$ cat config.mk
export PLATFORM = sky130hd
export DESIGN_NAME = block_average_decimator
export DESIGN_NICKNAME = d
export VERILOG_FILES = /design/src/hdl/bavg_pkg.sv /design/src/hdl/block_average_decimator.sv /design/src/hdl/bavg_front.sv /design/src/hdl/bavg_queue.sv /design/src/hdl/bavg_back.sv
export SDC_FILE = /design/constraint.sdc
export NUM_CORES = 2
export LEC_CHECK = 0
export BUFFER_PORTS_ARGS = -buffer_cell sky130_fd_sc_hd__buf_2
export CAP_MARGIN = 20
export CORE_ASPECT_RATIO = 1.1
export CORE_MARGIN = 3
export CORE_UTILIZATION = 40
export DETAILED_ROUTE_END_ITERATION = 6
export SLEW_MARGIN = 40
export SYNTH_ARGS = -nofsm -noshare
export SYNTH_HDL_FRONTEND = slang
export SYNTH_SLANG_ARGS = --single-unit
$ cat constraint.sdc
create_clock -name i_clk -period 25.1 [get_ports i_clk]
set_clock_uncertainty 0.05 [all_clocks]
set_input_delay 1.255 -clock i_clk [delete_from_list [all_inputs] [get_ports i_clk]]
set_output_delay 1.255 -clock i_clk [all_outputs]
set_load 0.05 [all_outputs]
$ cat src/hdl/bavg_pkg.sv
`timescale 1ns / 1ps

package bavg_pkg;

    localparam int MAX_FACTOR = 16;
    localparam int FACTOR_W   = 5;
    localparam int NCHAN      = 6;
    localparam int CH_W       = 16;
    localparam int TIME_W     = 64;
    localparam int SUM_W      = CH_W + $clog2(MAX_FACTOR);
    localparam int MAG_W      = SUM_W + 1;
    localparam int DIGIT_W    = 8;
    localparam int TIME_STEPS = TIME_W / DIGIT_W;
    localparam int CH_STEPS   = (MAG_W + DIGIT_W - 1) / DIGIT_W;
    localparam int CH_BITS    = CH_STEPS * DIGIT_W;
    localparam int WORD_W     = TIME_W + NCHAN * CH_W;
    localparam int IDX_W      = $clog2(NCHAN + 1);
    localparam int STEP_W     = $clog2(TIME_STEPS);

    localparam logic [CH_W-1:0] SAT_POS = 16'h7fff;
    localparam logic [CH_W-1:0] SAT_NEG = 16'h8000;

    typedef logic [SUM_W-1:0] t_sum;

    typedef struct packed {
        logic [TIME_W-1:0]      start_time;
        logic [TIME_W-1:0]      offset_sum;
        t_sum [NCHAN-1:0]       sums;
        logic [FACTOR_W-1:0]    factor;
    } t_job;

    typedef enum logic [2:0] {
        B_IDLE,
        B_LOAD,
        B_DIV,
        B_STORE,
        B_OUT
    } t_bstate;

endpackage

$ cat src/hdl/block_average_decimator.sv
`timescale 1ns / 1ps
// The front takes one word per cycle while the two-entry block queue has room.
// A finished block goes through the queue to the back end, which runs B_LOAD, B_DIV, B_STORE
// for the time and then each channel on one shared divider, 8 quotient bits per cycle, then
// B_OUT loads the output register. The front gathers later blocks while the queue has room.
// Reset is synchronous and active low; it clears the block, the queue and sets the factor to 1.

module block_average_decimator import bavg_pkg::*; (
    input  logic                i_clk,
    input  logic                i_rst_n,
    input  logic                i_cfg_wen,
    input  logic [FACTOR_W-1:0] i_cfg_wdata,
    input  logic                s_axis_tvalid,
    output logic                s_axis_tready,
    // sample_time, acc_x, acc_y, acc_z, gyr_x, gyr_y, gyr_z
    input  logic [WORD_W-1:0]   s_axis_tdata,
    output logic                m_axis_tvalid,
    input  logic                m_axis_tready,
    // avg_time, avg_acc_x, avg_acc_y, avg_acc_z, avg_gyr_x, avg_gyr_y, avg_gyr_z
    output logic [WORD_W-1:0]   m_axis_tdata
);

    logic q_full;
    logic q_push;
    logic q_pop;
    logic q_valid;
    t_job push_job;
    t_job pop_job;

    bavg_front u_front (
        .i_clk       (i_clk),
        .i_rst_n     (i_rst_n),
        .i_cfg_wen   (i_cfg_wen),
        .i_cfg_wdata (i_cfg_wdata),
        .i_valid     (s_axis_tvalid),
        .o_ready     (s_axis_tready),
        .i_word      (s_axis_tdata),
        .i_q_full    (q_full),
        .o_push      (q_push),
        .o_job       (push_job)
    );

    bavg_queue u_queue (
        .i_clk   (i_clk),
        .i_rst_n (i_rst_n),
        .i_push  (q_push),
        .i_job   (push_job),
        .o_full  (q_full),
        .i_pop   (q_pop),
        .o_valid (q_valid),
        .o_job   (pop_job)
    );

    bavg_back u_back (
        .i_clk     (i_clk),
        .i_rst_n   (i_rst_n),
        .i_q_valid (q_valid),
        .i_q_job   (pop_job),
        .o_pop     (q_pop),
        .o_valid   (m_axis_tvalid),
        .i_ready   (m_axis_tready),
        .o_word    (m_axis_tdata)
    );

endmodule

$ cat src/hdl/bavg_front.sv
`timescale 1ns / 1ps

module bavg_front import bavg_pkg::*; (
    input  logic                i_clk,
    input  logic                i_rst_n,
    input  logic                i_cfg_wen,
    input  logic [FACTOR_W-1:0] i_cfg_wdata,
    input  logic                i_valid,
    output logic                o_ready,
    input  logic [WORD_W-1:0]   i_word,
    input  logic                i_q_full,
    output logic                o_push,
    output t_job                o_job
);

    logic [FACTOR_W-1:0] r_factor;
    logic [FACTOR_W-1:0] n_factor;
    logic [FACTOR_W-1:0] r_count;
    logic [FACTOR_W-1:0] n_count;
    logic [TIME_W-1:0]   r_start;
    logic [TIME_W-1:0]   n_start;
    logic [TIME_W-1:0]   r_off;
    logic [TIME_W-1:0]   n_off;
    t_sum [NCHAN-1:0]    r_sums;
    t_sum [NCHAN-1:0]    n_sums;
    logic [TIME_W-1:0]   sample_time;
    logic [CH_W-1:0]     ch;
    logic                accept;
    logic                last;

    assign o_ready     = !i_q_full;
    assign accept      = i_valid && !i_q_full;
    assign sample_time = i_word[TIME_W-1:0];

    always_comb begin
        n_factor = r_factor;
        if (i_cfg_wen) begin
            if (i_cfg_wdata == '0) begin
                n_factor = FACTOR_W'(1);
            end else if (i_cfg_wdata > FACTOR_W'(MAX_FACTOR)) begin
                n_factor = FACTOR_W'(MAX_FACTOR);
            end else begin
                n_factor = i_cfg_wdata;
            end
        end
    end

    always_comb begin
        ch      = '0;
        n_start = (r_count == '0) ? sample_time : r_start;
        n_off   = r_off + (sample_time - n_start);
        for (int i = 0; i < NCHAN; i++) begin
            ch        = i_word[TIME_W + i*CH_W +: CH_W];
            n_sums[i] = r_sums[i] + {{(SUM_W-CH_W){ch[CH_W-1]}}, ch};
        end
        n_count = r_count + FACTOR_W'(1);
        last    = (n_count >= r_factor);

        o_push           = accept && last;
        o_job.start_time = n_start;
        o_job.offset_sum = n_off;
        o_job.sums       = n_sums;
        o_job.factor     = r_factor;
    end

    always_ff @(posedge i_clk) begin
        if (!i_rst_n) begin
            r_factor <= FACTOR_W'(1);
            r_count  <= '0;
            r_start  <= '0;
            r_off    <= '0;
            r_sums   <= '0;
        end else begin
            r_factor <= n_factor;
            if (i_cfg_wen || (accept && last)) begin
                r_count <= '0;
                r_start <= '0;
                r_off   <= '0;
                r_sums  <= '0;
            end else if (accept) begin
                r_count <= n_count;
                r_start <= n_start;
                r_off   <= n_off;
                r_sums  <= n_sums;
            end
        end
    end

endmodule

$ cat src/hdl/bavg_queue.sv
`timescale 1ns / 1ps

module bavg_queue import bavg_pkg::*; (
    input  logic i_clk,
    input  logic i_rst_n,
    input  logic i_push,
    input  t_job i_job,
    output logic o_full,
    input  logic i_pop,
    output logic o_valid,
    output t_job o_job
);

    t_job       r_mem [2];
    logic       r_wptr;
    logic       r_rptr;
    logic [1:0] r_count;
    logic       do_push;
    logic       do_pop;

    assign o_full  = (r_count == 2'd2);
    assign o_valid = (r_count != 2'd0);
    assign o_job   = r_mem[r_rptr];
    assign do_push = i_push && !o_full;
    assign do_pop  = i_pop && o_valid;

    always_ff @(posedge i_clk) begin
        if (do_push) begin
            r_mem[r_wptr] <= i_job;
        end
    end

    always_ff @(posedge i_clk) begin
        if (!i_rst_n) begin
            r_wptr  <= 1'b0;
            r_rptr  <= 1'b0;
            r_count <= 2'd0;
        end else begin
            if (do_push) begin
                r_wptr <= !r_wptr;
            end
            if (do_pop) begin
                r_rptr <= !r_rptr;
            end
            r_count <= r_count + 2'(do_push) - 2'(do_pop);
        end
    end

endmodule

$ cat src/hdl/bavg_back.sv
`timescale 1ns / 1ps

module bavg_back import bavg_pkg::*; (
    input  logic              i_clk,
    input  logic              i_rst_n,
    input  logic              i_q_valid,
    input  t_job              i_q_job,
    output logic              o_pop,
    output logic              o_valid,
    input  logic              i_ready,
    output logic [WORD_W-1:0] o_word
);

    t_bstate             r_state;
    t_bstate             n_state;
    t_job                r_job;
    logic [IDX_W-1:0]    r_idx;
    logic [IDX_W-1:0]    n_idx;
    logic [STEP_W-1:0]   r_step;
    logic [STEP_W-1:0]   n_step;
    logic [TIME_W-1:0]   r_div;
    logic [TIME_W-1:0]   n_div;
    logic [TIME_W-1:0]   r_q;
    logic [TIME_W-1:0]   n_q;
    logic [FACTOR_W-1:0] r_rem;
    logic [FACTOR_W-1:0] n_rem;
    logic                r_neg;
    logic                n_neg;
    logic [TIME_W-1:0]   r_res_time;
    logic [CH_W-1:0]     r_res_ch [NCHAN];
    logic [CH_W-1:0]     sat;
    logic                r_out_valid;
    logic [WORD_W-1:0]   r_out_word;
    logic                load_job;
    logic                load_out;
    logic                store;
    logic [IDX_W-1:0]    ch_sel;
    t_sum                sum;
    logic [MAG_W-1:0]    mag;
    logic [FACTOR_W-1:0] t;
    logic [DIGIT_W-1:0]  digit;

    assign o_valid = r_out_valid;
    assign o_word  = r_out_word;
    assign ch_sel  = r_idx - IDX_W'(1);

    always_comb begin
        n_state  = r_state;
        n_idx    = r_idx;
        n_step   = r_step;
        n_div    = r_div;
        n_q      = r_q;
        n_rem    = r_rem;
        n_neg    = r_neg;
        load_job = 1'b0;
        load_out = 1'b0;
        store    = 1'b0;
        o_pop    = 1'b0;
        sum      = r_job.sums[ch_sel];
        mag      = {sum[SUM_W-1], sum};
        t        = '0;
        digit    = '0;
        sat      = '0;

        if (r_neg) begin
            sat = (r_q > TIME_W'(32768)) ? SAT_NEG : CH_W'(~r_q[CH_W-1:0] + CH_W'(1));
        end else begin
            sat = (r_q > TIME_W'(32767)) ? SAT_POS : r_q[CH_W-1:0];
        end

        case (r_state)
            B_IDLE: begin
                if (i_q_valid) begin
                    o_pop    = 1'b1;
                    load_job = 1'b1;
                    n_idx    = '0;
                    n_state  = B_LOAD;
                end
            end
            B_LOAD: begin
                n_rem = '0;
                n_q   = '0;
                if (r_idx == '0) begin
                    n_div  = r_job.offset_sum + TIME_W'(r_job.factor >> 1);
                    n_step = STEP_W'(TIME_STEPS - 1);
                    n_neg  = 1'b0;
                end else begin
                    n_neg = sum[SUM_W-1];
                    if (sum[SUM_W-1]) begin
                        mag = ~mag + MAG_W'(1);
                    end
                    mag    = mag + MAG_W'(r_job.factor >> 1);
                    n_div  = {CH_BITS'(mag), (TIME_W-CH_BITS)'(0)};
                    n_step = STEP_W'(CH_STEPS - 1);
                end
                n_state = B_DIV;
            end
            B_DIV: begin
                n_rem = r_rem;
                for (int k = 0; k < DIGIT_W; k++) begin
                    t = {n_rem[FACTOR_W-2:0], r_div[TIME_W-1-k]};
                    if (t >= r_job.factor) begin
                        t = t - r_job.factor;
                        digit[DIGIT_W-1-k] = 1'b1;
                    end
                    n_rem = t;
                end
                n_div = r_div << DIGIT_W;
                n_q   = {r_q[TIME_W-DIGIT_W-1:0], digit};
                if (r_step == '0) begin
                    n_state = B_STORE;
                end else begin
                    n_step = r_step - STEP_W'(1);
                end
            end
            B_STORE: begin
                store = 1'b1;
                if (r_idx == IDX_W'(NCHAN)) begin
                    n_state = B_OUT;
                end else begin
                    n_idx   = r_idx + IDX_W'(1);
                    n_state = B_LOAD;
                end
            end
            B_OUT: begin
                if (!r_out_valid || i_ready) begin
                    load_out = 1'b1;
                    n_state  = B_IDLE;
                end
            end
            default: begin
                n_state = B_IDLE;
            end
        endcase
    end

    always_ff @(posedge i_clk) begin
        if (!i_rst_n) begin
            r_state     <= B_IDLE;
            r_out_valid <= 1'b0;
        end else begin
            r_state <= n_state;
            if (load_out) begin
                r_out_valid <= 1'b1;
            end else if (i_ready) begin
                r_out_valid <= 1'b0;
            end
        end
    end

    always_ff @(posedge i_clk) begin
        r_idx  <= n_idx;
        r_step <= n_step;
        r_div  <= n_div;
        r_q    <= n_q;
        r_rem  <= n_rem;
        r_neg  <= n_neg;
        if (load_job) begin
            r_job <= i_q_job;
        end
        if (store) begin
            if (r_idx == '0) begin
                r_res_time <= r_job.start_time + r_q;
            end else begin
                r_res_ch[ch_sel] <= sat;
            end
        end
        if (load_out) begin
            r_out_word[TIME_W-1:0] <= r_res_time;
            for (int i = 0; i < NCHAN; i++) begin
                r_out_word[TIME_W + i*CH_W +: CH_W] <= r_res_ch[i];
            end
        end
    end

endmodule

==> After elaboration in Yosys (flattened, before gate mapping) <==
Memory sizes are Yosys's and may differ from the RTL's. A register that Yosys moved wholly into a read port is not among the register bits.
Index checks and enable logic that the tools add are counted.
Widths: inputs -> output; s select.
{ "totals": {"reg_bits": 629, "out_inout_bits": 162, "mem_bits_rw": 602, "n_memories": 2, "elab_cells": 164, "inputBits": 170} }
{ "memory_table": {"columns": ["memory", "words", "width", "read_ports", "rd_clocked_by_memory_dff", "write_ports", "line_no", "text"], "rows": [
  ["u_queue.r_mem", 2, 253, 1, 1, 1, "bavg_queue.sv:14", "t_job r_mem [2];"],
  ["u_back.r_res_ch", 6, 16, 6, 6, 1, "bavg_back.sv:30", "logic [CH_W-1:0] r_res_ch [NCHAN];"]
]} }
{ "classes": {"bitwise_logic": 3, "order_cmp": 13, "n_mux": 61, "eq_ne": 11, "add_sub_neg": 27, "reduce_logical": 24} }
{ "ops": {"columns": ["op", "n"], "rows": [
  ["$pmux 64 s2", 2],
  ["$add 64x64->64", 2],
  ["$mux 64", 2],
  ["$add 20x20->20", 6],
  ["$add 64x4->64", 1],
  ["$gt 64x15->1 const B", 1],
  ["$gt 64x16->1 const B", 1],
  ["$sub 64x64->64", 1],
  ["$mux 21", 3],
  ["$bmux 20 s3", 1],
  ["$mux 4", 15],
  ["$mux 16", 3],
  ["$ge 5x5->1", 9],
  ["$sub 4x4->4", 8],
  ["$mux 3", 8],
  ["$add 21x1->21 const B", 1],
  ["$add 21x4->21", 1],
  ["$not 21->21", 1],
  ["$mux 1", 20],
  ["$mux 20", 1],
  ["$add 16x1->16 const B", 1],
  ["$not 16->16", 1],
  ["$pmux 3 s5", 1],
  ["$pmux 3 s2", 2],
  ["25 further kinds", 47]
]} }

==> Longest topological paths before layout <==
{ "depth": {"word_depth": 24, "ltp_mapped": 79, "depth_no_buf": 79} }

==> By module <==
From an unflattened synthesis, not the netlist that was laid out.
{ "unflattened": {"hier_cells": 5989, "hier_area_um2": 73038.8} }
{ "by_module_without_submodules": {"columns": ["module", "cells_each", "n_inst", "seq_area_each_um2", "area_each_um2"], "rows": [
  ["bavg_back", 2306, 1, 21460.6, 32194.6],
  ["bavg_front", 2869, 1, 5165.0, 21660.8],
  ["bavg_queue", 814, 1, 15294.7, 19183.4]
]} }

==> Least setup slack after synthesis <==
No wires, ideal clock.
{ "synth_timing": {"path_kind": "input port to flip-flop", "startpoint": "input s_axis_tvalid", "endpoint": "register u_queue.r_wptr", "cell_stages": 4, "arrival_ns": 20.045, "t_required_ns": 24.913, "setup_ns": 0.137, "path_buffers": 1, "path_slack_ns": 4.868, "path_cell_list": "nand2_1 clkbuf_1 nor3_1 o21a_1"} }
{ "synth_via": {"elab_chain_len": 3} }
{ "synth_rtl": {"columns": ["element", "line_no", "text"], "rows": [
  ["from (decl)", "block_average_decimator.sv:13", "input logic s_axis_tvalid,"],
  ["$logic_and 1x1->1", "bavg_front.sv:32", "assign accept = i_valid && !i_q_full;"],
  ["$logic_and 1x1->1", "bavg_front.sv:59", "o_push = accept && last;"],
  ["$logic_and 1x1->1", "bavg_queue.sv:24", "assign do_push = i_push && !o_full;"],
  ["to (signal assigned)", "bavg_queue.sv:40", "r_wptr <= !r_wptr;"],
  ["to (decl)", "bavg_queue.sv:15", "logic r_wptr;"]
]} }
Every way passes these cells.
A chain may end at the register's enable or synchronous reset.

==> Final worst setup path <==
{ "layout_timing": {"startpoint": "register u_back.r_job[1] (netlist name)", "endpoint": "register u_back.r_rem[3] (data pin)"} }
{ "layout_via": {"elab_chain_len": 24, "word_cells_on_any_way": 32, "cone_classes": "add/sub (8); order compare (8); mux (16)"} }
{ "layout_rtl": {"columns": ["element", "line_no", "text"], "rows": [
  ["$sub 4x4->4 or $ge 5x5->1 (tied branches)", "bavg_back.sv:103, bavg_back.sv:102", null],
  ["$mux 4", "bavg_back.sv:102", "if (t >= r_job.factor) begin"],
  ["$mux 4", "bavg_back.sv:71", "case (r_state)"],
  ["$sub 4x4->4 or $ge 5x5->1 (tied branches)", "bavg_back.sv:103, bavg_back.sv:102", null],
  ["$mux 4", "bavg_back.sv:102", null],
  ["$mux 4", "bavg_back.sv:71", null],
  ["$sub 4x4->4 or $ge 5x5->1 (tied branches)", "bavg_back.sv:103, bavg_back.sv:102", null],
  ["$mux 4", "bavg_back.sv:102", null],
  ["[... 8 more ...]", null, null],
  ["$mux 4", "bavg_back.sv:102", null],
  ["$mux 4", "bavg_back.sv:71", null],
  ["$sub 4x4->4 or $ge 5x5->1 (tied branches)", "bavg_back.sv:103, bavg_back.sv:102", null],
  ["$mux 4", "bavg_back.sv:102", null],
  ["$mux 4", "bavg_back.sv:71", null],
  ["$sub 4x4->4 or $ge 5x5->1 (tied branches)", "bavg_back.sv:103, bavg_back.sv:102", null],
  ["$mux 4 (*)", "bavg_back.sv:102", null],
  ["$pmux 4 s2 (*)", "bavg_back.sv:71", null],
  ["to (signal assigned)", "bavg_back.sv:156", "r_rem <= n_rem;"],
  ["to (decl)", "bavg_back.sv:25", "logic [FACTOR_W-1:0] r_rem;"]
]} }
Mark *: on every way between the ends. The rest lies on a longest branch, timed or not. The select of a mux whose other input is x is not followed.

==> impl_metrics.csv <==
group,metric,value,unit
outcome,outcome,"complete, no violations",
cts,clock_pin_slew_reported_for_the_worst_setup_and_hold_paths_after_clock_tree_synthesis,0.06,ns
critical_path,path_class,"reg -> reg",
synthesis,syn_area,70390,um2
detailed_routing,route.antenna.remaining_nets,0,
critical_path,crit_arrival,16.71,ns
synthesis,synth-edff-count,1218,
timing,period_minus_slack,16.24,ns
place,dp_hpwl,117800,um
floorplanning,design.core.area,174000,um2
worst_hold_path,hp-class,"reg -> reg",
critical_path,critical_path.max_fanout,10,
timing,maxSlewHeadroom,42.85,%
critical_path,crit_path_frequent_cell,"sky130_fd_sc_hd__a21o_1",
cts,htree_levels,4,
detailed_routing,drt_iter0_markers,2562,
detailed_routing,detail_route.first_pass.iterations,5,
synthesis,yosys_most_used_dff,"sky130_fd_sc_hd__edfxtp_1",
detailed_routing,routed_wire_length_per_instance,19.87,um
cts,clock_sink_count,1484,
detailed_routing,routed_wire_length,168900,um
timing,timing_max_transition_violations_final,0,
layout,commonest_non_fill_non_tap_cells_in_the_layout,"1,218 x sky130_fd_sc_hd__edfxtp_1, 576 x sky130_fd_sc_hd__nand2_1, 397 x sky130_fd_sc_hd__a21oi_1",
timing,hold_viol_final,0,
timing,timing.setup.tns,0,ns
critical_path,critPathMaxStageDelay,0.78,ns
timing,grt_setup_unrepaired,"false",
synthesis,netlist_instances,5744,
synthesis,asyncSetResetFlopFracSynth,0,%
global_routing,grt_pass1_vias,43533,
layout,drive_above_1_share,16.59,%
detailed_routing,vias_post_dr,44276,
critical_path,required,25.57,ns
global_routing,grt_overflow,0,
detailed_routing,drcViolationCount,0,
critical_path,crit_path_start_kind,"flip-flop",
timing,timing_worst_slew_pin_value,0.8439,ns
cts,clk_latency,0.81,ns
cts,cts.repair.resized,0,
layout,areaGrowthSynthToFinish,13.96,%
cts,clock_tree.root_cell,"sky130_fd_sc_hd__clkbuf_16",
synthesis,synth_area_per_cell,12.25,um2
global_routing,grt_first_pass_wirelength,257700,um
synthesis,synth_sequential_area_ratio,59.53,%
place,routabilityCongestion,0.8693,
layout,most_common_cell_after_layout_fill_and_taps_aside,"sky130_fd_sc_hd__edfxtp_1",
synthesis,synth_seq_cells,1484,
critical_path,critical_path.slowest_cell,"sky130_fd_sc_hd__edfxtp_1",
global_routing,overall_fraction_of_global_route_tracks_in_use,18.43,%
global_routing,maximum_number_of_pins_on_one_net_before_global_route_repair,136,
global_routing,antenna_found_initial,13,
layout,n_fill_cell,15550,
critical_path,critPathCaptureType,"flip-flop",
floorplanning,initial_core_util,40.46,%
place,placement.io_buffers,331,
synthesis,synth.largest_area_cell,"sky130_fd_sc_hd__edfxtp_1",
synthesis,synth_top_cells_by_area,"sky130_fd_sc_hd__edfxtp_1 52%, sky130_fd_sc_hd__dfxtp_1 7.6%, sky130_fd_sc_hd__ha_1 5.4%, sky130_fd_sc_hd__mux2_2 5.3%, sky130_fd_sc_hd__nand2_1 3.1%",
timing,report.final.setup_viol,0,
synthesis,area_fraction_of_the_dominant_cell_type_after_synthesis,51.96,%
synthesis,synth-warning-count,0,
cts,post_cts.repair.setup_buffers,0,
floorplanning,die_h,446.0,um
run,drv.max_cap_violation_count,0,
floorplanning,die_outline_width,406.0,um
layout,nNetsFinal,6647,
cts,number_of_cts_inserted_buffers,155,
detailed_routing,vias_per_cell,5.208,
floorplanning,row_count,160,
timing,finalCritPeriodShare,64.70,%
floorplanning,floorplan.die_area,181000,um2
synthesis,mappedNetlistNets,6300,
cts,tritoncts_clock_tree,"yes",
timing,maxClockFrequency,0.06158,GHz
synthesis,count_of_unique_library_cells_instantiated_by_yosys,91,
floorplanning,design.portCount,332,
cts,post_cts_hold_buffer_count,0,
cts,cts_buffer_depth,3,
-- final cells by class --
type,instances,area [um2],area share [%]
sequential,1484,41900,52.24
multi-input combinational,3673,26410,32.92
clock buffer,207,4187,5.219
tap,2268,2838,3.538
timing repair buffer,391,2322,2.895
inverter,386,1449,1.806
clock inverter,84,1082,1.349
antenna,8,20.02,0.02496
-- cell families (layout without fill, tap and decap cells) --
family                     Yosys count  count (layout)  synth area share, %
adders and majority gates          386             386                7.715
buffers and inverters              587            1068                3.214
DFF                               1484            1484                59.53
muxes                              379             379                6.200
and+or+nand+nor                   1547            1547                10.17
other                                0               8                    0
AOI/OAI and AO/OA                 1014            1014                8.826
xor gates and xnor gates           347             347                4.350
-- metrics by stage --
stage	util, %	worst slack (ns)	instance area, um2	hold slack (ns)	cells
2_1_floorplan	-	4.868	70390	0.3503	5744
3_3_place_gp	42.91	8.460	74650	0.3509	8196
3_5_place_dp	43.03	8.565	74850	0.3545	8200
4_1_cts	46.06	8.511	80120	0.3678	8491
5_1_grt	46.09	7.210	80190	0.3716	8493
6_report	46.11	8.861	80210	0.3662	8501
-- metal layers --
layer / track usage, % / wire (um) / vias up
li1: - / - / 21407
met1: 24.47 / 74890 / 21692
met2: 30.82 / 81120 / 950
met3: 3.242 / 8113 / 223
met4: 5.533 / 4780 / 4
met5: 0 / 28 / -
-- final timing paths --
| path | startpoint | endpoint | slack [ns] | cells after the start |
|---|---|---|---|---|
| worst min-delay path | u_back.r_res_time[43] | u_back.o_word[43] | 0.37 | 0 |
| worst max register to register | u_back.r_job[1] | u_back.r_rem[3] | 8.86 | 71 |
| worst min register to register | u_back.r_res_time[43] | u_back.o_word[43] | 0.37 | 0 |
| worst max-delay path | u_back.r_job[1] | u_back.r_rem[3] | 8.86 | 71 |
-- sequential cells by signal (all words and copies together), names as in the netlist --
| register | flops |
|---|---|
| u_queue.r_mem | 506 |
| u_back.r_job | 253 |
| u_front.r_sums | 120 |
| m_axis_tdata | 96 |
| u_back.r_res_ch | 96 |
| u_back.o_word | 64 |
| u_back.r_div | 64 |
| u_back.r_q | 64 |
| u_back.r_res_time | 64 |
| u_front.r_off | 64 |
| u_front.r_start | 64 |
| u_front.r_count | 5 |
| u_front.r_factor | 5 |
| u_back.r_rem | 4 |
| u_back.r_idx | 3 |
| u_back.r_state | 3 |
| u_back.r_step | 3 |
| u_queue.r_count | 2 |
| u_back.o_valid | 1 |
| u_back.r_neg | 1 |
| u_queue.r_rptr | 1 |
| u_queue.r_wptr | 1 |
-- critical path, delay by kind of cell, from the launching register on --
kind	cells	cell delay, ns
AOI/OAI and AO/OA	41	9.90
adders and majority gates	8	2.54
and+or+nand+nor	15	1.68
buffers and inverters	7	1.05
DFF	1	0.78
-- synthesized netlist by cell type (all sizes together), types with 8 or more instances --
library cell and number:
nor3 141, a21o 117, edfxtp 1218, mux2i 37, a311oi 9, nor4 23, mux4 12, clkbuf 165
nand2b 46, o21bai 34, nand2 579, buf 36, xor2 124, ha 306, a211oi 24, a21oi 404
o311ai 12, and3 43, inv 386, fa 80, a31o 12, o21a 32, o22ai 8, nor2 352
a31oi 38, dfxtp 266, o41ai 8, mux2 330, nand4 45, a21boi 11, or3 37, o211ai 8
nand3 102, xnor2 222, o21ai 218, and2 86, o31ai 15, nor2b 48, or2 15
Power is left out: the tool's default activity adds up to more than one toggle a clock period on the data nets, which glitch-free logic cannot reach.
